## src/rtl/dke_pkg.sv

```systemverilog
package dke_pkg;

    // Field widths of the channels
    localparam int KEY_W   = 8;
    localparam int EVENT_W = 2;
    localparam int VALUE_W = 32;
    localparam int COUNT_W = 4;

    // Key codes; digits are the codes strictly between the two bounds
    localparam logic [KEY_W-1:0] KEY_BACKSPACE   = 8'd8;
    localparam logic [KEY_W-1:0] KEY_ENTER       = 8'd13;
    localparam logic [KEY_W-1:0] KEY_ESCAPE      = 8'd27;
    localparam logic [KEY_W-1:0] KEY_DIGIT_BELOW = 8'h2F;
    localparam logic [KEY_W-1:0] KEY_DIGIT_ABOVE = 8'h3A;

    // Event codes
    localparam logic [EVENT_W-1:0] EV_EDIT      = 2'd0;
    localparam logic [EVENT_W-1:0] EV_ENTERED   = 2'd1;
    localparam logic [EVENT_W-1:0] EV_CANCELLED = 2'd2;

    localparam logic [VALUE_W-1:0] MAX_VALUE_RESET = 32'hFFFF_FFFF;

    typedef logic [KEY_W-1:0]   key_t;
    typedef logic [EVENT_W-1:0] event_t;
    typedef logic [VALUE_W-1:0] value_t;
    typedef logic [COUNT_W-1:0] count_t;

    typedef struct packed {
        event_t event_res;
        value_t entry_value;
        count_t digit_count;
    } res_t;

endpackage

```

## src/rtl/dke_key_if.sv

```systemverilog
interface dke_key_if;
    logic          valid;
    logic          ready;
    dke_pkg::key_t key;

    modport source (output valid, output key, input ready);
    modport sink   (input valid, input key, output ready);
endinterface

```

## src/rtl/dke_res_if.sv

```systemverilog
interface dke_res_if;
    logic            valid;
    logic            ready;
    dke_pkg::event_t event_res;
    dke_pkg::value_t entry_value;
    dke_pkg::count_t digit_count;

    modport source (output valid, output event_res, output entry_value,
                    output digit_count, input ready);
    modport sink   (input valid, input event_res, input entry_value,
                    input digit_count, output ready);
endinterface

```

## src/rtl/decimal_key_entry_with_limit.sv

```systemverilog
// Channel   Role   Fields                                    Transfer
// keys      sink   key[7:0]                                  valid & ready
// results   source event_res[1:0] entry_value[31:0]          valid & ready
//                  digit_count[3:0]
// cfg       write  cfg_wdata[31:0] -> max_value              cfg_we
//
// One item per cycle sustained while results drain; a taken item is held in
// the key register, then moves to the result register once that is free.
// The rate is set by the single state update (x*10+d and its compares) that
// feeds back on itself.
// Reset clears the held number, digit count, max_value (all ones) and both
// stage valids. A stalled result holds the result register; the key stage keeps
// taking items while it is empty or the result register is free or draining.
module decimal_key_entry_with_limit #(
    parameter int MAX_DIGITS = 10,
    parameter int VALUE_BITS = 32
) (
    input  logic              clk,
    input  logic              rst_n,
    dke_key_if.sink           keys,
    dke_res_if.source         results,
    input  logic              cfg_we,
    input  dke_pkg::value_t   cfg_wdata
);

    // Key stage (input register)
    logic            key_vld_reg;
    dke_pkg::key_t   key_reg;

    // Result stage (output register)
    logic            out_vld_reg;
    dke_pkg::res_t   res_reg;

    dke_pkg::value_t max_value_reg;
    dke_pkg::res_t   res_next;
    logic            advance;

    // The held key moves on when the result register is empty or drains now.
    // The entry state is updated at that same edge, so state and results
    // always follow item order.
    assign advance    = key_vld_reg && (!out_vld_reg || results.ready);
    assign keys.ready = !key_vld_reg || advance;

    dke_entry #(
        .MAX_DIGITS (MAX_DIGITS),
        .VALUE_BITS (VALUE_BITS)
    ) u_entry (
        .clk       (clk),
        .rst_n     (rst_n),
        .step      (advance),
        .key       (key_reg),
        .max_value (max_value_reg),
        .res       (res_next)
    );

    // Limit register; user must write it only while no item is in flight, unchecked
    always_ff @(posedge clk or negedge rst_n)
    begin
        if (!rst_n)
        begin
            max_value_reg <= dke_pkg::MAX_VALUE_RESET;
        end
        else if (cfg_we)
        begin
            max_value_reg <= cfg_wdata;
        end
    end

    always_ff @(posedge clk or negedge rst_n)
    begin
        if (!rst_n)
        begin
            key_vld_reg <= 1'b0;
            out_vld_reg <= 1'b0;
        end
        else
        begin
            if (keys.ready)
            begin
                key_vld_reg <= keys.valid;
            end
            if (advance)
            begin
                out_vld_reg <= 1'b1;
            end
            else if (results.ready)
            begin
                out_vld_reg <= 1'b0;
            end
        end
    end

    // Payload registers: no reset needed
    always_ff @(posedge clk)
    begin
        if (keys.ready && keys.valid)
        begin
            key_reg <= keys.key;
        end
        if (advance)
        begin
            res_reg <= res_next;
        end
    end

    assign results.valid       = out_vld_reg;
    assign results.event_res   = res_reg.event_res;
    assign results.entry_value = res_reg.entry_value;
    assign results.digit_count = res_reg.digit_count;

endmodule

```

## src/rtl/dke_entry.sv

```systemverilog
// Entry state, digit history and the per-key update.
// Backspace pops the value held before the last digit instead of dividing.
module dke_entry #(
    parameter int MAX_DIGITS = 10,
    parameter int VALUE_BITS = 32
) (
    input  logic                   clk,
    input  logic                   rst_n,
    input  logic                   step,
    input  dke_pkg::key_t          key,
    input  dke_pkg::value_t        max_value,
    output dke_pkg::res_t          res
);

    localparam int CNT_W  = $clog2(MAX_DIGITS + 1);
    localparam int IDX_W  = (MAX_DIGITS > 1) ? $clog2(MAX_DIGITS) : 1;
    localparam int WIDE_W = VALUE_BITS + 4;

    logic [VALUE_BITS-1:0] value_reg, value_next;
    logic [CNT_W-1:0]      count_reg, count_next;
    logic [VALUE_BITS-1:0] hist_reg [MAX_DIGITS];

    logic [WIDE_W-1:0]     value_wide;
    logic [WIDE_W-1:0]     append_wide;
    logic [WIDE_W-1:0]     max_lim;
    logic [CNT_W-1:0]      top_pos;
    logic                  is_digit;
    logic                  push;
    logic                  restart;
    dke_pkg::event_t       ev;

    assign is_digit = (key > dke_pkg::KEY_DIGIT_BELOW) && (key < dke_pkg::KEY_DIGIT_ABOVE);

    // value*10 + digit, wide enough to see an overflow of VALUE_BITS
    assign value_wide  = WIDE_W'(value_reg);
    assign append_wide = (value_wide << 3) + (value_wide << 1) + WIDE_W'(key[3:0]);
    assign max_lim     = WIDE_W'(max_value) & WIDE_W'({VALUE_BITS{1'b1}});
    assign top_pos     = count_reg - CNT_W'(1);

    always_comb
    begin
        value_next = value_reg;
        count_next = count_reg;
        push       = 1'b0;
        restart    = 1'b0;
        ev         = dke_pkg::EV_EDIT;
        if (is_digit)
        begin
            if ((count_reg < CNT_W'(MAX_DIGITS)) && (append_wide <= max_lim))
            begin
                push       = 1'b1;
                value_next = append_wide[VALUE_BITS-1:0];
                count_next = count_reg + CNT_W'(1);
            end
        end
        else if (key == dke_pkg::KEY_BACKSPACE)
        begin
            if (count_reg != '0)
            begin
                value_next = hist_reg[top_pos[IDX_W-1:0]];
                count_next = top_pos;
            end
        end
        else if (key == dke_pkg::KEY_ENTER)
        begin
            if (count_reg != '0)
            begin
                ev      = dke_pkg::EV_ENTERED;
                restart = 1'b1;
            end
        end
        else if (key == dke_pkg::KEY_ESCAPE)
        begin
            ev      = dke_pkg::EV_CANCELLED;
            restart = 1'b1;
        end
        if (restart)
        begin
            value_next = '0;
            count_next = '0;
        end
    end

    // Enter and escape report the state held before the restart
    always_comb
    begin
        res.event_res   = ev;
        res.entry_value = restart ? dke_pkg::VALUE_W'(value_reg)
                                  : dke_pkg::VALUE_W'(value_next);
        res.digit_count = restart ? dke_pkg::COUNT_W'(count_reg)
                                  : dke_pkg::COUNT_W'(count_next);
    end

    always_ff @(posedge clk or negedge rst_n)
    begin
        if (!rst_n)
        begin
            value_reg <= '0;
            count_reg <= '0;
        end
        else if (step)
        begin
            value_reg <= value_next;
            count_reg <= count_next;
        end
    end

    // History: entry i holds the value before digit i+1 was appended
    always_ff @(posedge clk)
    begin
        if (step && push)
        begin
            hist_reg[count_reg[IDX_W-1:0]] <= value_reg;
        end
    end

endmodule

```

## src/flat_wrapper.sv

```systemverilog
// flat-port wrapper written by rule: the top's interface ports become plain ports
module decimal_key_entry_with_limit_flat 
#(
    parameter int MAX_DIGITS = 10,
    parameter int VALUE_BITS = 32
)
  (clk, rst_n, cfg_we, cfg_wdata, keys_valid, keys_key, keys_ready, results_valid, results_event_res, results_entry_value, results_digit_count, results_ready);
  dke_key_if keys_i ();
  dke_res_if results_i ();
  input  logic clk;
  input  logic rst_n;
  input  logic cfg_we;
  input  dke_pkg::value_t cfg_wdata;
  input wire logic [$bits(keys_i.valid)-1:0] keys_valid;
  input wire logic [$bits(keys_i.key)-1:0] keys_key;
  output wire logic [$bits(keys_i.ready)-1:0] keys_ready;
  output wire logic [$bits(results_i.valid)-1:0] results_valid;
  output wire logic [$bits(results_i.event_res)-1:0] results_event_res;
  output wire logic [$bits(results_i.entry_value)-1:0] results_entry_value;
  output wire logic [$bits(results_i.digit_count)-1:0] results_digit_count;
  input wire logic [$bits(results_i.ready)-1:0] results_ready;
  assign keys_i.valid = keys_valid;
  assign keys_i.key = keys_key;
  assign keys_ready = keys_i.ready;
  assign results_valid = results_i.valid;
  assign results_event_res = results_i.event_res;
  assign results_entry_value = results_i.entry_value;
  assign results_digit_count = results_i.digit_count;
  assign results_i.ready = results_ready;
  decimal_key_entry_with_limit #(.MAX_DIGITS(MAX_DIGITS), .VALUE_BITS(VALUE_BITS)) u_core (.clk(clk), .rst_n(rst_n), .keys(keys_i), .results(results_i), .cfg_we(cfg_we), .cfg_wdata(cfg_wdata));
endmodule
```

## config.mk

```make
export PLATFORM = sky130hd
export DESIGN_NAME = decimal_key_entry_with_limit_flat
export DESIGN_NICKNAME = d
export VERILOG_FILES = /design/src/rtl/dke_pkg.sv /design/src/rtl/dke_key_if.sv /design/src/rtl/dke_res_if.sv /design/src/rtl/decimal_key_entry_with_limit.sv /design/src/rtl/dke_entry.sv /design/src/flat_wrapper.sv
export SDC_FILE = /design/constraint.sdc
export NUM_CORES = 1
export LEC_CHECK = 0
export BUFFER_PORTS_ARGS = -buffer_cell sky130_fd_sc_hd__buf_4
export CAP_MARGIN = 20
export CORE_ASPECT_RATIO = 0.9
export CORE_UTILIZATION = 60
export DETAILED_ROUTE_END_ITERATION = 10
export GPL_TIMING_DRIVEN = 0
export PLACE_DENSITY = 0.78
export SYNTH_ARGS = -nofsm -noshare
export SYNTH_HDL_FRONTEND = slang
export SYNTH_SLANG_ARGS = --single-unit
```

## constraint.sdc

```tcl
create_clock -name clk -period 8.25 [get_ports clk]
set_input_delay 1.2375 -clock clk [delete_from_list [all_inputs] [get_ports clk]]
set_output_delay 1.2375 -clock clk [all_outputs]
set_load 0.02 [all_outputs]
```

## Yosys cells after proc, flatten, opt, wreduce, memory -nomap -nowiden

Memory sizes are Yosys's and may differ from the RTL's.
Cells that the tools add are included.

- Add/sub/neg operators: 4
- Order comparisons: 4
- Equality and inequality tests: 3
- Mux-type cells: 26
- Reductions and logical operators: 12

Operators by type and width:

| kind | count |
|---|---|
| 2-to-1 mux 32 bit | 6 |
| adder 35 x 33 -> 36 bit | 1 |
| adder 36 x 4 -> 36 bit | 1 |
| less-or-equal comparator 36 x 32 -> 1 bit | 1 |
| 2-to-1 mux 4 bit | 6 |
| == test 8 x 4 -> 1 bit (second input constant) | 2 |
| 2-to-1 mux 1 bit | 12 |
| == test 8 x 5 -> 1 bit (second input constant) | 1 |
| greater-than comparator 8 x 6 -> 1 bit (second input constant) | 1 |
| less-than comparator 8 x 6 -> 1 bit (second input constant) | 1 |
| logical AND 1 bit | 5 |
| adder 4 x 1 -> 4 bit (second input constant) | 1 |
| less-than comparator 4 bit (second input constant) | 1 |
| 2-to-1 mux 2 bit | 2 |
| nonzero test 4 bit | 1 |
| subtractor 4 x 1 -> 4 bit (second input constant) | 1 |
| logical NOT 1 bit | 2 |
| logical OR 1 bit | 2 |
| nonzero test 2 bit | 1 |
| OR reduction 2 bit | 1 |

- Register bits: 116
- Bits in writable memories: 320
- Input port bits: 45
- Logic and storage cells: 59
- Memories: 1

Memory list:

| memory | depth | bits a word | read ports | clocked after Yosys merged registers in | write ports | line | RTL |
|---|---|---|---|---|---|---|---|
| u_core.u_entry.hist_reg | 10 | 32 | 1 | 0 | 1 | dke_entry.sv:21 | `logic [VALUE_BITS-1:0] hist_reg [MAX_DIGITS];` |

## Longest topological paths before layout

Gate-level depths: netlist of run 1.

- Depth in word-level cells: 9
- Mapped depth: 22
- Gate-level depth less buffers: 21

## By module

A second synthesis of run 1 with hierarchy kept.

- Cell total of the unflattened synthesis: 1394
- Area total of the unflattened synthesis: 20637.3 um^2

Modules (own cells, without submodules):

| module | times used | cells each | area each (um^2) | sequential area each (um^2) |
|---|---|---|---|---|
| dke_entry | 1 | 1272 | 17782.1 | 10510.1 |
| decimal_key_entry_with_limit | 1 | 122 | 2855.2 | 2272.2 |

## Worst setup path before layout of run 1

Ideal clock, no wire load.

- Path type: register to register
- Start point: reg u_core.u_entry.value_reg[0]
- End point: mem u_core.u_entry.hist_reg[0][0] (enable)
- Setup time: 425 ps
- Arrival: 6212 ps
- Slack: 1613 ps
- Cell stages (with the launch flop): 21
- Clock period less this slack: 6637 ps
- Cells stage by stage: dfrtp_1 -> fa_1 -> fa_1 -> a21oi_1 -> nand4b_4 -> a211o_1 -> a2111oi_2 -> or3b_1 -> a21oi_1 -> xnor2_1 -> ha_1 -> nand2_1 -> o21ai_0 -> a211oi_1 -> o21ai_0 -> nand4_1 -> nand3_1 -> nor4b_4 -> and2_1 -> clkbuf_1 -> nor2b_1

- Cells in the longest elaborated chain, start to end: 9

RTL lines:

| item | line | RTL |
|---|---|---|
| start: declaration | dke_entry.sv:19 | `logic [VALUE_BITS-1:0] value_reg, value_next;` |
| start signal: assignment | dke_entry.sv:103 | `value_reg <= value_next;` |
| adder 35 x 33 -> 36 bit | dke_entry.sv:36 | `assign append_wide = (value_wide << 3) + (value_wide << 1) + WIDE_W'(key[3:0]);` |
| adder 36 x 4 -> 36 bit | dke_entry.sv:36 |  |
| less-or-equal comparator 36 x 32 -> 1 bit | dke_entry.sv:49 | `if ((count_reg < CNT_W'(MAX_DIGITS)) && (append_wide <= max_lim))` |
| logical AND 1 bit | dke_entry.sv:49 |  |
| 2-to-1 mux 1 bit | dke_entry.sv:49 |  |
| 2-to-1 mux 1 bit | dke_entry.sv:47 | `if (is_digit)` |
| logical AND 1 bit | dke_entry.sv:111 | `if (step && push)` |
| 2-to-1 mux 1 bit | dke_entry.sv:111 |  |
| 2-to-1 mux 1 bit (implied by the code) | dke_entry.sv:113 | `hist_reg[count_reg[IDX_W-1:0]] <= value_reg;` |
| end: declaration | dke_entry.sv:21 |  |

Every way passes these cells.

## Worst setup path after layout of run 1

- Start point: reg u_core.u_entry.value_reg[2]
- End point: mem u_core.u_entry.hist_reg[1][12] (enable)

The elaborated chain is that of the path after synthesis.

==> metrics.md, run 1 <==
| Metric | Value |
|---|---|
| Initial antenna violation count | 0 |
| Synth Area in XOR/XNOR | 1.34% |
| Commonest non-fill, non-tap cell in the layout | edfxtp_1 |
| Pre-Repair DR Iteration Count | 6 |
| Static Leak | 8.88 nW |
| Final Hold Slack | 0.509 ns |
| Syn_nets | 1535 |
| Post-CTS Setup Bufs | 0 |
| Clock Tree Root | clkbuf_16 |
| # hold bufs at CTS | 0 |
| Slowest stage delay, CP | approximately 0.90 ns |
| Hold/Removal Path Class | reg -> reg |
| DP HPWL | roughly 33 mm |
| Most used cell, CP | a21oi_1 |
| NumNets Final | 1670 |
| Syn Inst Count | around 1400 |
| DRT iter0 DRCs | ~1500 |
| Final WL | 49.1 mm |
| Async SR Flop Fraction | 16.1% |
| Yosys cell types | 73 |
| Worst path top cell family by delay | simple AND/OR/NAND/NOR gates |
| Ys Warns | 0 |
| Initial Utilization | 61.3% |
| Worst EP required | about 8.4 ns |
| Setup violations, final | 0 |
| Antenna Nets Post-Route | 0 |
| CP Class | reg -> reg |
| Max Root-Sink Buffers | 3 |
| Crit-path max FO | 32 |
| Max FFs per register | 320 |
| Total number of vias | 12900 |
| Post-layout util | 69.7% |
| Syn_area_per_cell | 14.6 um^2 |
| Skew final | 0.0151 ns |
| Antenna cells | 0 |
| Post-synthesis compound-gate area fraction | 10.3% |
| DR WL/cell | 24.5 um |
| H-tree depth | 2 |
| Filler instances | between 2000 and 2500 |
| Num CTS Buffers | 43 |
| Die height | approximately 180 um |
| Pwr dens | 280 nW/um^2 |
| Residual DRC | 0 |
| Most frequent cells in the layout | 366 x edfxtp_1, 103 x nand2_1, 99 x ha_1, 85 x buf_4, 67 x o21ai_0 |
| Pre-CTS worst setup slack | between 0.4 and 0.5 ns |
| Crit path DAT | 8.15 ns |
| Fmax | 125 MHz |
| DIE WIDTH | 196 um |
| Crit-path cells | fa_1 > ha_1 > a21oi_1 > o211ai_1 > nand3_1 > nand4_1 > a21oi_1 > o21bai_1 > a21oi_1 > xnor2_1 > ha_1 > a21oi_1 > o21ai_0 > a211oi_1 > nand4b_1 > nand4_1 > nand3_1 > nor4b_4 > and2_1 > clkbuf_1 > and3_2 |
| # IOs | 85 |
| Clk Latency, worst-skew pair | ~0.56 ns |
| Placed insts | 1932 |
| Slew Limit Fails | 0 |
| Fin. Hold Viols | 0 |
| Largest net degree at the start of global routing | 71 |
| Clock-pin slew on the worst setup and hold paths | 0.06 ns |
| Fin crit share | 96.7% |
| Final min period | 7.98 ns |
| Routability cong. | 0.923 |
| First-pass GRT wire length | 74.5 mm |
| Layout area overhead | 13.8% |
| Die ar. | 34600 um^2 |
| Mux cell area share after synthesis | 9.92% |
| Post-Synth Adder-Cell Area | 6.29% |
| Register area share after synthesis | a little over three fifths |
| Setup crit end kind | register |
| Tightest Pin Transition | 1.02 ns |
| Via count of the first global-routing pass | 12800 |
| Grt total ovfl | 0 |
| Total core area | 33200 um^2 |
| Outcome | completed |
| Synthesized area | 20300 um^2 |
| Simple-gate share of the synthesized area | about 7% |
| Via density | 6.45 |
| Post-CTS Resized | 0 |
| Gr usage total | slightly below 30% |
| Final worst slack | 0.273 ns |
| Proportion of layout cells with a drive suffix above 1 | 19.7% |
| Area of the multi-input gates | 7100 um^2 |
| Worst Path Buf+Inv | 1 |
| Main flop type after synthesis | edfxtp_1 |
| Largest family of logic cells by synthesized area | compound AO/OA/AOI/OAI gates |
| CTS Sinks | 436 |
| Yosys reg bits | approximately 440 |
| RSZ-0062 raised after global routing | yes |
| # rows | 63 |
| Post-Layout Cell Count | 2004 |
| Storage element area | 12800 um^2 |
| Rel. slew slack | between 30% and 40% |
| CP Launch Type | register |
| CTS tree | built |
| Post-synth EDFFs | 366 |
| Worst-path cell with the longest stage delay | and3_2 |
| Peak VDD IR | 0.197 mV |
| Max cap viols | 0 |
| IO Port Bufs | 83 |
==> cells in the mapped netlist, types with 7 or more instances <==
master | number | share of area [%]
edfxtp_1 | 366 | 54
nand2_1 | 103 | 1.9
ha_1 | 99 | 6.1
o21ai_0 | 67 | 1.6
mux4_2 | 64 | 7.1
nor2_1 | 60 | 1.1
a21oi_1 | 57 | 1.4
inv_1 | 49 | 0.90
clkbuf_1 | 46 | 0.85
a221o_1 | 42 | 2.1
dfrtp_1 | 38 | 4.7
mux2i_1 | 35 | 1.7
dfstp_2 | 32 | 4.1
a211oi_1 | 25 | 0.92
mux2_2 | 20 | 1.1
nand4_1 | 20 | 0.62
xnor2_1 | 19 | 0.82
and3_1 | 18 | 0.55
nand3_1 | 18 | 0.44
nor2b_1 | 18 | 0.55
a21o_1 | 15 | 0.55
nor3_1 | 13 | 0.32
xor2_1 | 12 | 0.52
and2_1 | 11 | 0.34
buf_2 | 11 | 0.27
buf_1 | 10 | 0.18
o211ai_1 | 9 | 0.33
nand2b_1 | 7 | 0.22
o21a_1 | 7 | 0.26
o21bai_1 | 7 | 0.26
==> layer usage <==
metal | global-route usage, % | vias to the layer above | routed length (um) | part of all wire, %
met5 | 0 | - | 0 | 0
met3 | 5.09 | 111 | 4530 | 9.2
met2 | 47.8 | 650 | 23300 | 48
li1 | - | 5725 | - | -
met4 | 11.0 | 0 | 1660 | 3.4
met1 | 39.5 | 6448 | 19500 | 40
==> power breakdown <==
group          internal (mW)  switching [mW]
logic                  0.682            1.00
clock network           1.23           0.817
registers               2.57           0.176
==> final cells by class <==
cell class / count / area share, %
sequential: 436 / 55.2
multi-input combinational: 833 / 30.7
inverter: 50 / 0.811
timing repair buffer: 90 / 3.28
clock inverter: 20 / 1.43
buffer: 70 / 1.23
tap: 455 / 2.46
clock buffer: 50 / 4.89
==> final timing paths <==
kind | depth (start not counted) | slack (ns) | end | startpoint
hold reg to reg | 1 | 0.51 | u_core.results.valid | u_core.key_vld_reg
hold / removal | 1 | 0.51 | u_core.results.valid | u_core.key_vld_reg
setup reg to reg | 21 | 0.27 | u_core.u_entry.hist_reg[1][12] | u_core.u_entry.value_reg[2]
setup / recovery | 21 | 0.27 | u_core.u_entry.hist_reg[1][12] | u_core.u_entry.value_reg[2]
max in group asynchronous | 1 | 6.85 | u_core.u_entry.value_reg[3] | rst_n
min in group asynchronous | 1 | 0.82 | u_core.key_vld_reg | rst_n
==> per-stage QoR <==
step                power, mW  setup TNS [ns]  instance area, um^2
floorplan                3.86               0                20300
global route             6.72           -8.45                23100
finish                   6.48               0                23100
detailed placement       4.43               0                21600
global placement         4.37          -41.83                21500
CTS                      6.46               0                23100
==> kinds of logic after synthesis <==
group / after synthesis
AOI/OAI and AO/OA: 292
xor gates and xnor gates: 31
adders and majority gates: 101
buffers and inverters: 120
DFF: 436
muxes: 119
and+or+nand+nor: 290
Note: power is estimated with default switching activity, not from simulation.
==> inputs of run 2 (changes only) <==
CORE_MARGIN = 10   (was unset)
PLACE_DENSITY = 0.82   (was 0.78)
==> run 2 against run 1 <==
Net effect: count of clock-buffer cells in the layout up 3; maximum frequency up 0.15%; final area down 0.93%; non-clock buffer count down 4; first-iteration DRC count up 24%; sequential power about the same; clock power down 11%; power down 3.2%; via count up 1.9%; critical path depth unchanged; critical endpoint is now u_core.u_entry.hist_reg[1][22].
==> metrics.md, run 2 (synthesis gave the netlist of run 1 again) <==
| Metric | Value |
|---|---|
| DR WL/cell | 25.7 um (was 24.5 um) |
| Proportion of layout cells with a drive suffix above 1 | 19.2% (was 19.7%) |
| Static Leak | 8.78 nW (was 8.88 nW) |
| Worst reg2reg path depth | 21 (unchanged) |
| Total negative slack | 0 ns (unchanged) |
| Clock-pin slew on the worst setup and hold paths | 0.06 ns (about the same) |
| Residual DRC | 0 (unchanged) |
| Rel. slew slack | 27.3% (was 31.7%) |
| Max FFs per register | 320 (unchanged) |
| NumNets Final | 1666 (was 1670) |
| Slew Limit Fails | 0 (unchanged) |
| Fmax | 126 MHz (was 125 MHz) |
| DP HPWL | 34.8 mm (was 33.5 mm) |
| Pre-Repair DR Iteration Count | 6 (unchanged) |
| GRT met2 Usage | 40.9% (was 47.8%) |
| Total number of vias | 13200 (was 12900) |
| Gr usage total | 24.2% (was 29.2%) |
| Initial Utilization | 61.3% (unchanged) |
| Outcome | completed (unchanged) |
| Final min period | 7.96 ns (was 7.98 ns) |
| Largest net degree at the start of global routing | 71 (unchanged) |
| Antenna cells | 0 (unchanged) |
| Via count of the first global-routing pass | 13100 (was 12800) |
| Finished Cell Area | 22900 um^2 (was 23100 um^2) |
| Setup crit end kind | register (unchanged) |
| Commonest non-fill, non-tap cell in the layout | edfxtp_1 (unchanged) |
| Max cap viols | 0 (unchanged) |
| Worst EP required | 8.41 ns (was 8.42 ns) |
| RR Startpoint | u_core.u_entry.value_reg[2] (unchanged) |
| Most frequent cells in the layout | 366 x edfxtp_1, 103 x nand2_1, 99 x ha_1, 85 x buf_4, 67 x o21ai_0 (unchanged) |
| CP Class | reg -> reg (unchanged) |
| Grt total ovfl | 0 (unchanged) |
| DRT iter0 DRCs | 1892 (was 1524) |
| Most used cell, CP | a21oi_1 (unchanged) |
| Max Root-Sink Buffers | 3 (unchanged) |
| CTS tree | built (unchanged) |
| Routability cong. | 0.947 (was 0.923) |
| Final WL | 51.5 mm (was 49.1 mm) |
| # IOs | 85 (unchanged) |
| Antenna Nets Post-Route | 0 (unchanged) |
| IO Port Bufs | 83 (unchanged) |
| Layout area overhead | 12.8% (was 13.8%) |
| Pwr dens | 274 nW/um^2 (was 280 nW/um^2) |
| Crit-path max FO | 32 (unchanged) |
| Crit Reg-Reg Endpoint | u_core.u_entry.hist_reg[1][22] (was u_core.u_entry.hist_reg[1][12]) |
| CTS Sinks | 436 (unchanged) |
| DIE WIDTH | 214 um (was 196 um) |
| Busiest layer in global routing | met2 (unchanged) |
| First-pass GRT wire length | 78.5 mm (was 74.5 mm) |
| H-tree depth | 2 (unchanged) |
| Initial antenna violation count | 0 (unchanged) |
| Fin. Hold Viols | 0 (unchanged) |
| Fin crit share | 96.5% (was 96.7%) |
| Worst Hold Launch | u_core.key_vld_reg (unchanged) |
| Clk Latency, worst-skew pair | 0.55 ns (was 0.56 ns) |
| Grt met3 use | 4.24% (was 5.09%) |
| Skew final | 0.0175 ns (was 0.0151 ns) |
| Slowest stage delay, CP | 0.91 ns (was 0.90 ns) |
| # rows | 63 (unchanged) |
| Cell Area, Placed | 21600 um^2 (about the same) |
| Die ar. | 41700 um^2 (was 34600 um^2) |
| Tightest Pin Transition | 1.09 ns (was 1.02 ns) |
| Die height | 195 um (was 177 um) |
| Peak VDD IR | 0.218 mV (was 0.197 mV) |
| Worst path top cell family by delay | simple AND/OR/NAND/NOR gates (unchanged) |
| Worst R2R Setup Slack | 0.29 ns (was 0.27 ns) |
| Setup violations, final | 0 (unchanged) |
| GRT met1 Usage | 31.8% (was 39.5%) |
| Clock Tree Root | clkbuf_16 (unchanged) |
| Total core area | 33200 um^2 (unchanged) |
| Num CTS Buffers | 43 (unchanged) |
| RSZ-0062 raised after global routing | yes (unchanged) |
| Hold/Removal Path Class | reg -> reg (unchanged) |
| Post-CTS Setup Bufs | 0 (unchanged) |
| WHS Path Cells | 1 (unchanged) |
| CP Launch Type | register (unchanged) |
| Crit path DAT | 8.12 ns (was 8.15 ns) |
| Worst-path cell with the longest stage delay | and3_2 (unchanged) |
| Crit-path cells | fa_1 > ha_1 > a21oi_1 > o211ai_1 > nand3_1 > nand4_1 > a21oi_1 > o21bai_1 > a21oi_1 > xnor2_1 > ha_1 > a21oi_1 > o21ai_0 > a211oi_1 > nand4b_1 > nand4_1 > nand3_1 > nor4b_4 > and2_1 > clkbuf_1 > and3_2 (unchanged) |
| Worst Path Buf+Inv | 1 (unchanged) |
| Total Power | 6.27 mW (was 6.48 mW) |
| Via density | 6.57 (was 6.45) |
| Worst hold endpoint | u_core.results.valid (unchanged) |
[run 2: report_power, final]
part	total [mW]	switching [mW]	internal (mW)
combinational	1.70	1.02	0.677
clock	1.83	0.799	1.03
sequential	2.74	0.175	2.57
total	6.27	2.00	4.28
[run 2: metrics by stage]
step           hold slack, ns  worst slack, ns  std cells  util [%]
6_report                0.510            0.285       2005      69.1
5_1_grt                 0.525           -0.219       2005      69.1
4_1_cts                 0.508            0.326       2005      69.1
3_5_place_dp            0.494            0.383       1930      65.2
3_3_place_gp            0.478            -1.25       1927      64.9
2_1_floorplan           0.457             1.61       1389         -
[run 2: worst max path at each step]
stage / from / to / slack, ns / cells past startpoint
floorplan: u_core.u_entry.value_reg[0] / u_core.u_entry.hist_reg[0][0] / 1.61 / 20
global placement: u_core.u_entry.value_reg[0] / u_core.u_entry.hist_reg[0][4] / -1.25 / 21
detailed placement: u_core.u_entry.value_reg[0] / u_core.u_entry.hist_reg[7][4] / 0.38 / 21
CTS: u_core.u_entry.value_reg[0] / u_core.u_entry.hist_reg[7][18] / 0.33 / 21
global route: u_core.u_entry.value_reg[2] / u_core.u_entry.hist_reg[1][16] / -0.22 / 21
finish: u_core.u_entry.value_reg[2] / u_core.u_entry.hist_reg[1][22] / 0.29 / 21
[run 2: what timing repair did]
action	CTS	global route
setup endpoints to repair	0	257
resized for setup	0	4
hold buffers	0	0
[run 2: final cells by class]
cell class | instances | area [um^2]
flip-flops and latches | 436 | 12800
repair buffers | 86 | 698
clock inverters | 22 | 171
plain buffers | 70 | 285
well taps | 455 | 569
multi-input cells | 833 | 7110
inverters | 50 | 188
fillers | 2174 | 10300
clock buffers | 53 | 1120
[run 2: worst register-to-register path, stage by stage, from the launching register on]
cell and delay (ns):
dfrtp_1 0.74, fa_1 0.57, ha_1 0.30, a21oi_1 0.07, o211ai_1 0.48, nand3_1 0.17
nand4_1 0.30, a21oi_1 0.21, o21bai_1 0.16, a21oi_1 0.09, xnor2_1 0.48, ha_1 0.37
a21oi_1 0.15, o21ai_0 0.11, a211oi_1 0.57, nand4b_1 0.28, nand4_1 0.18, nand3_1 0.22
nor4b_4 0.58, and2_1 0.26, clkbuf_1 0.36, and3_2 0.91
[run 2: metal layers]
layer	vias up	routed length (um)
met5	-	0
met4	0	1240
met3	112	5040
met2	767	25600
met1	6582	19600
li1	5715	-
